## config.mk

```make
export PLATFORM = sky130hd
export DESIGN_NAME = drv_div_pipe
export DESIGN_NICKNAME = d
export VERILOG_FILES = /design/src/rtl/drv_div_pipe.sv
export SDC_FILE = /design/constraint.sdc
export NUM_CORES = 2
export LEC_CHECK = 0
export ABC_CLOCK_PERIOD_IN_PS = 8100
export BUFFER_PORTS_ARGS = -buffer_cell sky130_fd_sc_hd__buf_2
export CORE_ASPECT_RATIO = 1.2
export CORE_MARGIN = 8
export CORE_UTILIZATION = 36
export DETAILED_ROUTE_END_ITERATION = 6
export HOLD_SLACK_MARGIN = 0.06
export PLACE_DENSITY = 0.53
export SETUP_SLACK_MARGIN = 0.4
export SYNTH_ARGS = -nofsm -noshare
export SYNTH_HDL_FRONTEND = slang
export SYNTH_SLANG_ARGS = --single-unit
```

## constraint.sdc

```tcl
create_clock -name clock -period 8.1 [get_ports clock]
set_clock_uncertainty 0.15 [all_clocks]
set_input_delay 2.43 -clock clock [delete_from_list [all_inputs] [get_ports clock]]
set_output_delay 2.43 -clock clock [all_outputs]
set_load 0.1 [all_outputs]
```

## src/rtl/drv_div_pipe.sv

```systemverilog
// Pipelined unsigned restoring divider, one quotient bit per stage.
// Standalone; caller guarantees num[QW+DW-1:QW] < den for a valid quotient.
module drv_div_pipe #(
   parameter int DW = 13,
   parameter int QW = 28
) (
   input  logic             clock,
   input  logic             enable,
   input  logic [QW+DW-1:0] num,
   input  logic [DW-1:0]    den,
   output logic [QW-1:0]    quo
);

   logic [DW-1:0] rem_ff [QW];
   logic [DW-1:0] den_ff [QW];
   logic [QW-1:0] nlo_ff [QW];
   logic [QW-1:0] q_ff   [QW];

   for (genvar i = 0; i < QW; i++) begin : g_step
      logic [DW-1:0] s_rem;
      logic [DW-1:0] s_den;
      logic [QW-1:0] s_nlo;
      logic [QW-1:0] s_q;
      logic [DW:0]   trial;
      logic [DW:0]   diff;
      logic          take;

      if (i == 0) begin : g_first
         assign s_rem = num[QW+DW-1:QW];
         assign s_den = den;
         assign s_nlo = num[QW-1:0];
         assign s_q   = '0;
      end else begin : g_next
         assign s_rem = rem_ff[i-1];
         assign s_den = den_ff[i-1];
         assign s_nlo = nlo_ff[i-1];
         assign s_q   = q_ff[i-1];
      end

      assign trial = {s_rem, s_nlo[QW-1]};
      assign diff  = trial - {1'b0, s_den};
      assign take  = (trial >= {1'b0, s_den});

      always_ff @(posedge clock) begin
         if (enable) begin
            rem_ff[i] <= take ? diff[DW-1:0] : trial[DW-1:0];
            den_ff[i] <= s_den;
            nlo_ff[i] <= {s_nlo[QW-2:0], 1'b0};
            q_ff[i]   <= {s_q[QW-2:0], take};
         end
      end
   end

   assign quo = q_ff[QW-1];

endmodule

```

# After elaboration in Yosys (flattened, before gate mapping)
# Memories as Yosys holds them, arrays and structs flattened.
# Cells that the tools add are included.
# op_classes
order_cmp	28
muxes	30
addsub	28
# ops
operator	count
$ge 14x13->1	28
$mux 13	28
$sub 13x13->13	28
$mux 1	2
# word_totals
inputBits	56
wordCells	90
mem_bits_rw	2268
mem_count	4
reg_bits	0
output_inout_bits	28
# memory_table
name	depth	word_bits	rd	rd_ports_with_merged_regs	write_ports	line	text
q_ff	28	28	28	0	28	17	logic [QW-1:0] q_ff [QW];
nlo_ff	28	27	27	0	28	16	logic [QW-1:0] nlo_ff [QW];
den_ff	28	13	27	0	28	15	logic [DW-1:0] den_ff [QW];
rem_ff	28	13	27	0	28	14	logic [DW-1:0] rem_ff [QW];

# Longest topological paths before layout
# An unclocked memory read counts as a cell.
# depth
ltp_word	3
mapped_depth	13
ltp_nobuf	11

# Worst setup path before layout
# Ideal clock, no wire load.
# synth_path
kind	input to register
start	input num[27]
end	memory rem_ff[0][10], data pin
n_path_buf	1
setup_time_ns	0.260
path_slack_ns	3.045
t_required_ns	7.690
cell_stages	12
arrival_time_ns	4.645
path_cell_list	inv_1 > ha_1 > inv_1 > fa_1 > a21o_1 > a21oi_2 > o21ai_0 > a211oi_1 > o21ai_1 > a21bo_2 > buf_2 > mux2_2
# synth_rtl
element	line	text
from (decl)	9	input logic [QW+DW-1:0] num,
to (decl)	14	

==> impl_metrics.py <==
metrics = {
    "clock_tree": {
        "cts.sinks": 1486,
        "ctsLongestPathBuffers": 3,
        "cts_hold_buffers": 0,
        "cts_resized": 0,
        "cts_tree": "done",
        "numCtsBuffers": 159,
        "h-tree-depth": 4,
        "root_buffer": "clkbuf_16",
        "clkTransAtPathRegs_ns": 0.06,
        "clock_latency_ns": 0.79,
        "cts_setup_buffers": 0,
    },
    "final_layout": {
        "synthToLayoutAreaGrowth_pct": 13.1,
        "layoutNonFillerInstCount": 7167,
        "final_cell_mix": "edfxtp_1, inv_1, ha_1, a21oi_1, mux2_2",
        "drive_above_1_share_pct": 13.1,
        "layout.nets": 5066,
        "final_common_cell": "edfxtp_1",
    },
    "critical_path": {
        "end_kind": "flip-flop",
        "critPathRequiredTime_ns": 8.49,
        "critPathKind": "in2reg",
        "r2r_cells": 11,
        "crit_arrival_ns": 4.99,
        "cp_max_fo": 13,
        "worstReg2RegStart": "nlo_ff[7][26]",
        "start_kind": "input pin",
        "cp-startpoint": "num[27]",
        "r2r_setup_slack_ns": 4.39,
        "reg2reg_to": "rem_ff[8][4]",
        "crit_end": "rem_ff[0][10]",
    },
    "placed_design": {
        "placed_cells": 6880,
        "place_congestion": 0.826,
        "io_buffer_count": 83,
        "hpwl_um": 79000,
    },
    "sta": {
        "timing.fmax_mhz": 218,
        "worstMarginPinSlew_ns": 1.01,
        "min_period_over_period_pct": 56.7,
        "finalSetupViolations": 0,
        "drv_slew": 0,
        "final_hold_viol_count": 0,
        "fin_crit_ns": 4.59,
        "fin_tns_setup_ns": 0,
        "slew_headroom_pct": 32.6,
        "rsz0062_at_grt": "false",
    },
    "worst_hold_path": {
        "hold_path_startpoint": "nlo_ff[11][12]",
        "hold_path.class": "reg2reg",
    },
    "power": {
        "p_switching_mw": 8.23,
        "seq_power_share_pct": 41.6,
        "power.density_nw_per_um2": 361,
        "p_comb_share_pct": 32.4,
        "p_leak_nw": 27.9,
        "intPower_mw": 18.5,
        "switching_share_pct": 30.8,
        "ir_drop_mv": 0.242,
        "clockPowerShare_pct": 26.1,
    },
    "synthesis": {
        "async_flop_share_pct": 0,
        "ys_seq_area_share_pct": 68.3,
        "synth.cell_area_sq_um": 65400,
        "syn_area_per_cell_sq_um": 14.9,
        "yosysTopAreaCell": "edfxtp_1",
        "synth_area_leaders": "edfxtp_1, ha_1, mux2_2, inv_1, xnor2_1",
        "yosysUniqueCellTypes": 58,
        "yosys_warnings": 0,
        "synth_nets": 4836,
        "synth_edf_count": 1486,
        "ys.flop_type": "edfxtp_1",
        "ys_ff_latch": 1486,
        "syn-instance-count": 4389,
        "synth_top_area_share_pct": 68.3,
    },
    "global_routing": {
        "grt_max_degree": 178,
        "grt_pass1_wl_um": 186000,
        "antenna_found_initial": 1,
        "grt_pass1_vias": 35900,
        "grt_use_total_pct": 11.7,
        "grt_overflow_total": 0,
    },
    "detailed_routing": {
        "drtAntennaViolNets": 0,
        "wl_per_cell_um": 16.1,
        "routed_wl_um": 115000,
        "viasPerCell": 4.79,
        "num_vias": 34300,
        "drtIter0Drc": 1793,
        "firstDrtPassIters": 5,
        "route.detailed.drc": 0,
    },
    "outcome": {
        "status": "finished, final reports clean",
    },
    "die": {
        "io_pins": 84,
        "die_y_um": 483,
        "start_util_pct": 36.2,
        "rows": 171,
        "dieArea_sq_um": 195000,
        "core_area_sq_um": 181000,
        "die_w_um": 405,
    },
    "flow_run": {
        "cap_violations": 0,
    },
}
## per-layer routing
layer	vias up	track usage, %	part of all wire (%)
met5	-	0	0.16
met4	2	5.05	3.9
met3	272	2.39	3.5
met2	509	22.1	54
met1	16700	12.5	39
li1	16900	-	-
## synth_stat cells (32+ instances only)
cell / instances
nand2_1: 191
a21oi_1: 241
o21bai_1: 36
nand4_1: 58
nand2b_1: 44
nor3_1: 57
nor2_1: 191
edfxtp_1: 1486
nor2b_1: 32
xnor2_1: 157
o21a_1: 42
xor2_1: 93
mux2i_1: 36
ha_1: 364
o21ai_0: 190
a211oi_1: 41
mux2_2: 241
a21o_1: 101
inv_1: 450
## power by group through the flow
stage	clock network (mW)	logic [mW]	registers (mW)
global route	7.54	9.64	11.2
CTS	7.29	8.72	11.1
floorplan	0	6.78	11.1
detailed placement	0	8.63	11.3
finish	6.97	8.64	11.1
global placement	0	8.53	11.3
## stage by stage
step           power (mW)  instance area [sq um]  hold slack, ns  util, %  worst slack, ns
2_1_floorplan        17.8                  65400           0.250        -             3.04
3_3_place_gp         19.8                  68900           0.250     38.2             2.69
3_5_place_dp         19.9                  68900           0.255     38.2             2.68
4_1_cts              27.1                  73900           0.233     40.9             3.58
5_1_grt              28.4                  73900           0.242     40.9             3.39
6_report             26.7                  73900           0.237     40.9             3.51
## cell families after synthesis
| kind of cell | synth area share, % |
|---|---|
| flip-flops | 68.3 |
| AO/OA/AOI/OAI | 7.90 |
| AND/OR/NAND/NOR | 4.94 |
| buffers and inverters | 2.87 |
| adder cells (fa/ha/maj) | 7.80 |
| multiplexers | 4.86 |
| XOR/XNOR | 3.35 |
## flip-flops by register name, summed over array words and instances, names as in the netlist
signal,flops
den_ff,351
nlo_ff,378
q_ff,406
rem_ff,351
## how the worst min path moves through the flow
stage	to	slack, ns	cells after the start
after detailed placement	nlo_ff[10][14]	0.25	0
after floorplan	nlo_ff[10][10]	0.25	0
after CTS	nlo_ff[12][13]	0.23	0
after global placement	q_ff[2][118]	0.25	0
final	nlo_ff[12][13]	0.24	0
after global routing	nlo_ff[12][13]	0.24	0
## final cells by class
cell class / instances / area (sq um)
Fill cell: 16600 / 107000
Tap cell: 2422 / 3030
Clock buffer: 192 / 4120
Clock inverter: 94 / 881
Inverter: 450 / 1690
Sequential cell: 1486 / 44600
Multi-Input combinational cell: 2417 / 18900
Timing Repair Buffer: 105 / 696
Antenna cell: 1 / 2.50
## worst max-delay path, cell delays in order
cell and delay [ns]:
buf_2 0.10, inv_1 0.06, ha_1 0.17, inv_1 0.05, fa_1 0.41, a21o_1 0.20
a21oi_2 0.20, o21ai_0 0.11, a211oi_1 0.39, o21ai_1 0.16, a21bo_2 0.38, mux2_2 0.32
No activity file was read; power rests on OpenSTA's default activity.
